`src/rtl/core/rsmf_pkg.sv`:
```
// Package for the range scan median filter: sizes and transfer payload types.
package rsmf_pkg;

	// Half width of the median window.
	localparam int unsigned RADIUS = 2;

	// Window length, and the index widths that follow from it.
	localparam int unsigned WIN   = 2 * RADIUS + 1;
	localparam int unsigned POS_W = $clog2(WIN);
	localparam int unsigned IDX_W = $clog2(RADIUS + 1);

	// Payload field widths.
	localparam int unsigned RANGE_W = 16;
	localparam int unsigned ANGLE_W = 16;

	// One incoming beam.
	typedef struct packed {
		logic [RANGE_W-1:0]        range_sample;
		logic signed [ANGLE_W-1:0] beam_angle;
		logic                      scan_end;
	} sample_t;

	// One filtered beam.
	typedef struct packed {
		logic [RANGE_W-1:0]        filtered_range;
		logic signed [ANGLE_W-1:0] angle_out;
		logic                      last_of_scan;
	} result_t;

endpackage

```
`src/rtl/core/range_scan_median_filter.sv`:
```
// Range scan median filter: sliding window median over the beams of one scan.
//
//  Channel   Handshake                      Payload                 Per transfer
//  sample    sample_valid / sample_ready    rsmf_pkg::sample_t      one beam in
//  result    result_valid / result_ready    rsmf_pkg::result_t      one beam out
//
// A beam that ends no scan leaves the emission stage as soon as its result, if
// any, is emitted, so a steady stream runs at one beam per cycle when the result
// side does not stall. A beam that ends a scan releases up to RADIUS+1 results,
// one per cycle from the emission stage while the result side does not stall, and
// holds sample_ready low until the cycle in which the last of them goes into the
// output register. A taken beam's results pass from the emission stage into the
// output register in order. Reset clears the window, the position count and both
// pipeline valid bits at once; there is no clearing pass.
module range_scan_median_filter (
	input  logic              clk,
	input  logic              arst_n,
	input  logic              sample_valid,
	output logic              sample_ready,
	input  rsmf_pkg::sample_t sample,
	output logic              result_valid,
	input  logic              result_ready,
	output rsmf_pkg::result_t result
);

	// Window storage: the newest beam sits in the highest entry.
	logic [rsmf_pkg::RANGE_W-1:0]        range_win_q [rsmf_pkg::WIN];
	logic signed [rsmf_pkg::ANGLE_W-1:0] angle_win_q [rsmf_pkg::WIN];
	logic [rsmf_pkg::POS_W-1:0]          scan_pos_q;

	// Emission stage: the beam last taken and how far its results have gone.
	logic                       valid_s1;
	logic                       end_s1;
	logic [rsmf_pkg::POS_W-1:0] cnt_s1;
	logic [rsmf_pkg::IDX_W-1:0] idx_s1;

	// Output register.
	logic              result_valid_q;
	rsmf_pkg::result_t result_q;

	// Stage control.
	logic                          accept;
	logic                          out_free;
	logic                          has_out;
	logic                          emit;
	logic                          last_emit;
	logic                          done;
	logic                          full_win;
	logic                          use_med;
	logic [rsmf_pkg::IDX_W-1:0]    back_c;
	logic [rsmf_pkg::IDX_W-1:0]    last_idx_c;
	logic [rsmf_pkg::IDX_W-1:0]    dist_c;
	logic [rsmf_pkg::POS_W-1:0]    pos_c;
	logic [rsmf_pkg::POS_W-1:0]    rank_c [rsmf_pkg::WIN];
	logic [rsmf_pkg::RANGE_W-1:0]  median_c;
	rsmf_pkg::result_t             result_c;

	// Handshake on both sides.
	assign out_free     = !result_valid_q || result_ready;
	assign accept       = sample_valid && sample_ready;
	assign sample_ready = !valid_s1 || done;
	assign result_valid = result_valid_q;
	assign result       = result_q;

	// Decide which window entry the next result of the held beam comes from.
	always_comb begin
		full_win   = (cnt_s1 == rsmf_pkg::POS_W'(2 * rsmf_pkg::RADIUS));
		back_c     = (cnt_s1 >= rsmf_pkg::POS_W'(rsmf_pkg::RADIUS)) ?
			rsmf_pkg::IDX_W'(rsmf_pkg::RADIUS) : rsmf_pkg::IDX_W'(cnt_s1);
		has_out    = end_s1 || (cnt_s1 >= rsmf_pkg::POS_W'(rsmf_pkg::RADIUS));
		last_idx_c = end_s1 ? back_c : '0;
		dist_c     = end_s1 ? (back_c - idx_s1) : rsmf_pkg::IDX_W'(rsmf_pkg::RADIUS);
		pos_c      = rsmf_pkg::POS_W'(rsmf_pkg::WIN - 1) - rsmf_pkg::POS_W'(dist_c);
		use_med    = full_win && (dist_c == rsmf_pkg::IDX_W'(rsmf_pkg::RADIUS));
		last_emit  = (idx_s1 == last_idx_c);
		emit       = valid_s1 && has_out && out_free;
		done       = valid_s1 && (!has_out || (emit && last_emit));
	end

	// Rank of each window entry; equal values are ordered by position.
	always_comb begin
		for (int i = 0; i < rsmf_pkg::WIN; i++) begin
			rank_c[i] = '0;
			for (int j = 0; j < rsmf_pkg::WIN; j++) begin
				if (j != i) begin
					if ((range_win_q[j] < range_win_q[i]) ||
					    ((range_win_q[j] == range_win_q[i]) && (j < i))) begin
						rank_c[i] = rank_c[i] + rsmf_pkg::POS_W'(1);
					end
				end
			end
		end
	end

	// The entry whose rank is RADIUS is the median.
	always_comb begin
		median_c = '0;
		for (int i = 0; i < rsmf_pkg::WIN; i++) begin
			if (rank_c[i] == rsmf_pkg::POS_W'(rsmf_pkg::RADIUS)) begin
				median_c = range_win_q[i];
			end
		end
	end

	// Assemble the next result.
	always_comb begin
		result_c.filtered_range = use_med ? median_c : range_win_q[pos_c];
		result_c.angle_out      = angle_win_q[pos_c];
		result_c.last_of_scan   = end_s1 && last_emit;
	end

	// Window shift and scan position count, advanced on each sample transfer.
	always_ff @(posedge clk or negedge arst_n) begin
		if (!arst_n) begin
			for (int i = 0; i < rsmf_pkg::WIN; i++) begin
				range_win_q[i] <= '0;
				angle_win_q[i] <= '0;
			end
			scan_pos_q <= '0;
		end else if (accept) begin
			for (int i = 0; i < rsmf_pkg::WIN - 1; i++) begin
				range_win_q[i] <= range_win_q[i+1];
				angle_win_q[i] <= angle_win_q[i+1];
			end
			range_win_q[rsmf_pkg::WIN-1] <= sample.range_sample;
			angle_win_q[rsmf_pkg::WIN-1] <= sample.beam_angle;
			if (sample.scan_end) begin
				scan_pos_q <= '0;
			end else if (scan_pos_q != rsmf_pkg::POS_W'(2 * rsmf_pkg::RADIUS)) begin
				scan_pos_q <= scan_pos_q + rsmf_pkg::POS_W'(1);
			end
		end
	end

	// Emission stage: holds the beam until all of its results are out.
	always_ff @(posedge clk or negedge arst_n) begin
		if (!arst_n) begin
			valid_s1 <= 1'b0;
			end_s1   <= 1'b0;
			cnt_s1   <= '0;
			idx_s1   <= '0;
		end else if (accept) begin
			valid_s1 <= 1'b1;
			end_s1   <= sample.scan_end;
			cnt_s1   <= scan_pos_q;
			idx_s1   <= '0;
		end else if (done) begin
			valid_s1 <= 1'b0;
		end else if (emit) begin
			idx_s1 <= idx_s1 + rsmf_pkg::IDX_W'(1);
		end
	end

	// Output register valid bit.
	always_ff @(posedge clk or negedge arst_n) begin
		if (!arst_n) begin
			result_valid_q <= 1'b0;
		end else if (emit) begin
			result_valid_q <= 1'b1;
		end else if (result_ready) begin
			result_valid_q <= 1'b0;
		end
	end

	// Output register payload.
	always_ff @(posedge clk) begin
		if (emit) begin
			result_q <= result_c;
		end
	end

endmodule

```
`config.mk`:
```
export PLATFORM = sky130hd
export DESIGN_NAME = range_scan_median_filter
export DESIGN_NICKNAME = d
export VERILOG_FILES = /design/src/rtl/core/rsmf_pkg.sv /design/src/rtl/core/range_scan_median_filter.sv
export SDC_FILE = /design/constraint.sdc
export NUM_CORES = 1
export LEC_CHECK = 0
export ABC_AREA = 1
export BUFFER_PORTS_ARGS = -buffer_cell sky130_fd_sc_hd__buf_4
export CAP_MARGIN = 20
export CORE_MARGIN = 10
export CORE_UTILIZATION = 48
export DETAILED_ROUTE_END_ITERATION = 12
export SETUP_SLACK_MARGIN = 0.1
export SLEW_MARGIN = 0
export SYNTH_ARGS = -nofsm -noshare
export SYNTH_HDL_FRONTEND = slang
export SYNTH_SLANG_ARGS = --single-unit
```
`constraint.sdc`:
```
create_clock -name clk -period 5.3 [get_ports clk]
set_clock_uncertainty 0.1 [all_clocks]
set_input_delay 0.795 -clock clk [delete_from_list [all_inputs] [get_ports clk]]
set_output_delay 0.795 -clock clk [all_outputs]
set_load 0.02 [all_outputs]
```
Yosys cells after proc, flatten, opt, wreduce, memory -nomap -nowiden
Index checks and enable logic that the tools add are counted.

cells by class
  equality and inequality tests = 20
  $add $sub $neg = 19
  bitwise operators = 1
  $mul = 0
  shift operators = 0
  muxes and demuxes = 44
  magnitude comparators = 22
  reduce and logical (&&, ||, !) cells = 30
  div/mod/pow operators = 0

operators by type and width
  cell                                                               count
  less-than comparator 16 bit                                        20
  equality test 16 bit                                               10
  two-way mux 16 bit                                                 10
  binary-select mux 16 bit (select 3 bit)                            2
  two-way mux 3 bit                                                  17
  adder 3 x 1 -> 3 bit, second input constant                        16
  equality test 3 x 2 -> 1 bit, second input constant                5
  logical OR 1 bit                                                   14
  two-way mux 2 bit                                                  6
  two-way mux 1 bit                                                  9
  nonzero test 2 bit                                                 4
  logical AND 1 bit                                                  7
  greater-or-equal comparator 4 bit, second input constant           1
  inverter 3 -> 4 bit                                                1
  AND reduction 2 bit                                                2
  equality test 3 bit, second input constant                         1
  greater-or-equal comparator 3 x 2 -> 1 bit, second input constant  1
  zero test 1 bit                                                    3
  != test 3 bit, second input constant                               1
  subtractor 3 x 2 -> 3 bit, first input constant                    1
  adder 2 x 1 -> 2 bit, second input constant                        1
  equality test 2 bit                                                1
  equality test 2 bit, second input constant                         1
  != test 2 bit, second input constant                               1
  subtractor 2 bit                                                   1

word-level totals
  input port bits = 37
  logic and storage cells = 155
  ROM bits = 0
  bits in latches = 0
  register bits after elaboration = 204
  memories = 0
  memory bits (writable) = 0
  output and inout bits = 35

Depth between registers and ports, before layout
Gate-level depths: netlist of run 1.

  word-level depth = 15
  depth in mapped cells = 32
  mapped depth without buffers = 31

Worst setup path after synthesis of run 1
No wires, ideal clock.

  path type = reg-to-reg
  from = reg cnt_s1[1] (netlist name)
  to = reg result_q (netlist bit result[5]), data pin
  library setup time = 264 ps
  stages on the path, launching flop included = 15
  required time = 4,936 ps
  arrival time = 3,091 ps
  clock period less this slack = 3,454 ps
  buffers on the path = 5
  path slack = 1,846 ps
  path through = dfrtp_1 nor2_2 nand2_1 ha_1 nor2_1 clkinv_1 clkbuf_1 clkbuf_1 ha_1 clkbuf_1 buf_1 clkbuf_1 nand3_1 nand3_1 o21ai_0

RTL lines
  what                      RTL line                         source
  start: declaration        range_scan_median_filter.sv:34   logic [rsmf_pkg::POS_W-1:0] cnt_s1;
  start signal: assignment  range_scan_median_filter.sv:145  cnt_s1 <= scan_pos_q;
  end signal: assignment    range_scan_median_filter.sv:168  result_q <= result_c;
  end: declaration          range_scan_median_filter.sv:39   rsmf_pkg::result_t result_q;

==> results of run 1 <==
-- layer usage --
layer	up-vias	global-route usage	part of all wire
met2	339	0.369	0.46
met5	-	0	0
met4	0	0.0727	0.031
met3	87	0.0298	0.052
li1	6369	-	-
met1	6054	0.319	0.46
-- cells in the mapped netlist, drive strengths merged --
master	count
xnor2	1
a21oi	99
o211ai	11
xor2	3
o21ai	260
nor3	5
or2	1
edfxtp	33
nand3	134
buf	38
and2	1
o21a	5
a21boi	10
nor4	1
inv	234
nor2	78
nand2	596
dfrtp	171
clkbuf	40
o221ai	1
ha	178
o21bai	5
nand3b	2
clkinv	3
a21o	4
nor3b	1
nand4	10
-- path summary, 6_finish.rpt --
| check | startpoint | end |
|---|---|---|
| setup / recovery | range_win_q[47] | result[17] |
| hold / removal | arst_n | range_win_q[66] |
| setup reg to reg | range_win_q[47] | result[17] |
| hold reg to reg | angle_win_q[78] | angle_win_q[78] |
| max in group asynchronous | arst_n | scan_pos_q[1] |
| min in group clk | result_ready | result_valid |
-- kinds of logic after synthesis --
logic type | count (synthesis) | share of synthesized area
AOI/OAI and AO/OA | 395 | 0.148
xor gates and xnor gates | 4 | 0.00297
adders and majority gates | 178 | 0.155
buffers and inverters | 315 | 0.0883
DFF | 204 | 0.368
and+or+nand+nor | 829 | 0.237
-- through the flow --
stage	std cells	setup slack (ps)	util	hold slack, ps	area (um2)
detailed placement	2324	860	0.513	372	15100
floorplan	1925	1850	-	349	14300
global placement	2324	953	0.513	365	15100
finish	2369	678	0.541	226	16000
CTS	2369	818	0.541	337	16000
global route	2369	229	0.541	332	16000
-- flip-flops by register name, summed over array words and instances, names as in the netlist --
register and cells:
angle_win_q 80, range_win_q 80, result 33, cnt_s1 3
scan_pos_q 3, idx_s1 2, end_s1 1, result_valid 1
valid_s1 1
-- critical path, stage by stage, from the launching register on --
cell and delay [ps]:
dfrtp_1 440, inv_1 110, ha_1 340, nand4_1 140, nor3_1 460, nand4_1 140, nand2_1 170, inv_1 80
ha_1 310, inv_1 80, nand3_1 70, nand2_1 110, ha_1 150, inv_1 40, nor2_1 140, inv_1 60
nand2_1 60, nand2_1 280, nand2_2 510, clkinv_2 210, nand2_1 100, nand2_1 60, nand2_1 60, nand2_1 70
nand2_1 60, nand2_1 40
-- cell type report --
cell class,instances,area [um2],area share
clock buffer,34,709,0.0443
inverter,237,892,0.0558
clock inverter,11,141,0.00884
multi-input combinational,1406,7830,0.489
timing repair buffer,87,672,0.0420
sequential,204,5270,0.329
tap,390,488,0.0305
-- placed cells by master (no fill, tap or decap), drive strengths merged --
cell	count
nand2	596
o21ai	260
inv	235
ha	178
dfrtp	171
nand3	134
a21oi	99
buf	86
nor2	78
clkbuf	35
edfxtp	33
o211ai	11
nand4	10
a21boi	10
clkinv	7
o21a	5
o21bai	5
nor3	5
a21o	4
bufinv	3
clkinvlp	3
xor2	3
nand3b	2
or2	1
and2	1
nor4	1
xnor2	1
o221ai	1
nor3b	1
==> results.yml, run 1 <==
clock_network:
  total_clock_buffers_created_by_cts: 25
  cts_root_buffer: "clkbuf_16"
  cts_tree: "yes"
  clkTransAtPathRegs_ps: 70
  cts_post_setup_buffers_inserted: 0
  postCtsResizedCells: 0
  clock-sinks: 204
  cts_hold_buf: 0
  worst_skew_pair.late_latency_ps: 530
  cts_buffer_depth: 3
  cts.htree.levels: 1
placed_design:
  dp_hpwl_mm: 29.9
  place.port_buffers: 71
  globalplace.congestion: 0.969
timing:
  worst_pin_slew_ps: 995
  tns_ps: 0
  timing.max_slew.rel_slack: 0.336
  final-max-slew-violation-count: 0
  time_the_final_worst_path_needs_with_i_o_delays_and_setup_ps: 4620
  grt_setup_unrepaired: "false"
  final-setup-viol-count: 0
  timing.final.crit_share: 0.872
  fmaxAchievable_mhz: 216
  final-hold-violation-count: 0
critical_path:
  timing.critical_path.required_ps: 5480
  slack_of_the_worst_reg_to_reg_path_ps: 680
  crit_arrival_ps: 4810
  worst_setup_path_start_kind: "register"
  crit_path_max_fanout: 20
  timing_worst_setup_path_type: "register to register"
  timing.reg2reg.worst_path_depth: 25
  end_kind: "register"
run:
  max_cap_violations: 0
synth:
  yosys_register_bits: 204
  mappedNetlistArea_um2: 14300
  synth_largest_type_area_fraction: 0.298
  synthDistinctLibCells: 43
  post_synth_main_area_contributors: "dfrtp_1 (30%), ha_1 (16%), nand2_1 (15%), o21ai_0 (8.1%), edfxtp_1 (6.9%)"
  mappedNetlistNets: 2140
  syn-instance-count: 1925
  synth_seq_area_share: 0.368
  synthesis.area_per_instance_um2: 7.45
  synth.yosys.warnings: 0
  yosys.area.top_type: "dfrtp_1"
routing:
  vias_per_cell: 5.42
  antenna_violating_nets_post_route: 0
  vias: 12800
  firstDrtPassIters: 6
  wl_per_cell_um: 17.9
  wl_mm: 42.5
  drt_iter0_drc: 1021
  drc_errors: 0
floorplanning:
  design.portCount: 72
  core_area_um2: 29600
  placement_rows: 63
  die_height_um: 193
  die_area_um2: 37200
  floorplan.initialDensity: 0.485
  die_w_um: 193
grt:
  number_of_antenna_violations_at_the_first_check_in_global_routing: 0
  global_route_wire_length_before_repair_mm: 68.6
  grt_max_degree: 218
  total_congestion_overflow_after_global_routing: 0
  first_global_vias: 12400
  gr-usage-all-layers: 0.231
final_layout:
  layout-drive-gt1-share: 0.0904
  final_net_count: 2176
  num-fill-cells: 2891
  layout-area-overhead-vs-synth_pct: 11.6
  diodes: 0
hold_path:
  hold_class: "input pin to asynchronous set/reset pin"
outcome:
  status: "finished, final reports clean"
Power of run 1 is not shown: default switching activity piles up to over one toggle a cycle in this logic, so the estimate is an artifact.
==> run 2: changes to the inputs <==
MAX_ROUTING_LAYER = met4   (was default)
==> results.yml, run 2 (synthesized netlist as in run 1, its figures left out) <==
outcome:
  status: "finished, final reports clean"
clock_network:
  clock-sinks: 204
  cts_buffer_depth: 3
  cts_root_buffer: "clkbuf_16"
  cts_hold_buf: 0
  postCtsResizedCells: 0
  worst_skew_pair.late_latency_ps: 530
  cts_tree: "yes"
  cts.htree.levels: 1
  cts_post_setup_buffers_inserted: 0
  total_clock_buffers_created_by_cts: 25
  clkTransAtPathRegs_ps: 60
grt:
  first_global_vias: 12500
  gr-usage-all-layers: 0.238
  number_of_antenna_violations_at_the_first_check_in_global_routing: 0
  total_congestion_overflow_after_global_routing: 0
  global_route_wire_length_before_repair_mm: 68.3
  grt_max_degree: 102
critical_path:
  worst_setup_path_startpoint: "range_win_q[47]"
  worstPathBufferInverterCount: 6
  critical-path-slowest-cell: "nand2_2"
  worst_setup_path_start_kind: "register"
  cp_top_family: "simple AND/OR/NAND/NOR gates"
  max_stage_delay_ps: 520
  timing.critical_path.required_ps: 5480
  timing_worst_setup_path_type: "register to register"
  worst_path_most_repeated_cell: "nand2_1"
  crit_arrival_ps: 4830
  reg2reg_from: "range_win_q[47]"
  end_kind: "register"
  crit_path_max_fanout: 20
timing:
  final-setup-viol-count: 0
  final-max-slew-violation-count: 0
  timing.final.crit_share: 0.877
  fmaxAchievable_mhz: 215
  fin_worst_hold_slack_ps: 172
  final-hold-violation-count: 0
  timing.max_slew.rel_slack: 0.439
  worst_pin_slew_ps: 842
  time_the_final_worst_path_needs_with_i_o_delays_and_setup_ps: 4650
  grt_setup_unrepaired: "false"
  tns_ps: 0
routing:
  wl_mm: 42.6
  vias: 12800
  firstDrtPassIters: 5
  drt_iter0_drc: 892
  antenna_violating_nets_post_route: 0
  drc_errors: 0
  vias_per_cell: 5.40
  wl_per_cell_um: 18.0
floorplanning:
  placement_rows: 63
  die_height_um: 193
  floorplan.initialDensity: 0.485
  die_w_um: 193
  die_area_um2: 37200
  design.portCount: 72
  core_area_um2: 29600
final_layout:
  layout-area-overhead-vs-synth_pct: 11.4
  num-fill-cells: 2861
  diodes: 0
  layout.cells.most_common: "nand2_1"
  fin_cells: 2369
  final_cell_mix: "nand2_1 (581), o21ai_0 (231), inv_1 (224), ha_1 (178), dfrtp_1 (171)"
  layout-drive-gt1-share: 0.0879
  final-seq-area_um2: 5270
  combined_area_of_the_multi_input_logic_cells_um2: 7830
  final_net_count: 2176
placed_design:
  dpl.cell_count: 2324
  globalplace.congestion: 0.988
  place.port_buffers: 71
  dp_hpwl_mm: 30.5
hold_path:
  hold_class: "input pin to asynchronous set/reset pin"
run:
  max_cap_violations: 0
## run 2: cell count changes in the layout (fill, tap and decap cells not counted)
cell and change:
clkinv_1 +2, inv_6 -1, clkinv_2 -1, clkinv_4 +1, clkbuf_8 -3, clkinvlp_4 -1, clkbuf_1 +3
## run 2: metal layers
metal  vias to the layer above  track usage  share of wire  wire length, um
met5                         -            -              0                0
met4                         0       0.0629          0.025             1060
met3                        69       0.0286          0.049             2090
met2                       321        0.370           0.46            19400
met1                      6030        0.322           0.47            20000
li1                       6368            -              -                -
## run 2: layout make-up
| cell class | count | share of cell area |
|---|---|---|
| multi-input combinational | 1406 | 0.490 |
| clock buffer | 34 | 0.0426 |
| sequential | 204 | 0.330 |
| tap | 390 | 0.0306 |
| clock inverter | 11 | 0.00854 |
| timing repair buffer | 87 | 0.0421 |
| inverter | 237 | 0.0559 |
## run 2: worst paths after layout
check / end / cells past startpoint / slack [ps]
min in group clk: result_valid / 2 / 350
worst min register to register: angle_win_q[78] / 2 / 380
worst max-delay path: result[17] / 25 / 650
worst max register to register: result[17] / 25 / 650
worst min-delay path: range_win_q[64] / 1 / 170
max in group asynchronous: angle_win_q[66] / 2 / 3890
## run 2: worst reg2reg max path, stage by stage (launching register included)
cell,delay [ps]
dfrtp_1,430
inv_1,110
ha_1,330
nand4_1,160
nor3_1,460
nand4_1,150
nand2_1,170
inv_1,80
ha_1,310
inv_1,80
nand3_1,80
nand2_1,110
ha_1,150
inv_1,40
nor2_1,130
inv_1,60
nand2_1,60
nand2_1,310
nand2_2,520
clkinv_2,200
nand2_1,100
nand2_1,60
nand2_1,60
nand2_1,60
nand2_1,50
nand2_1,50
## run 2: stage by stage
stage | instance area, um2 | utilization | setup WS [ps]
2_1_floorplan | 14300 | - | 1850
3_3_place_gp | 15100 | 0.513 | 930
3_5_place_dp | 15100 | 0.513 | 853
4_1_cts | 16000 | 0.540 | 796
5_1_grt | 16000 | 0.540 | 235
6_report | 16000 | 0.540 | 652
Power of run 2 is left out for the same reason.
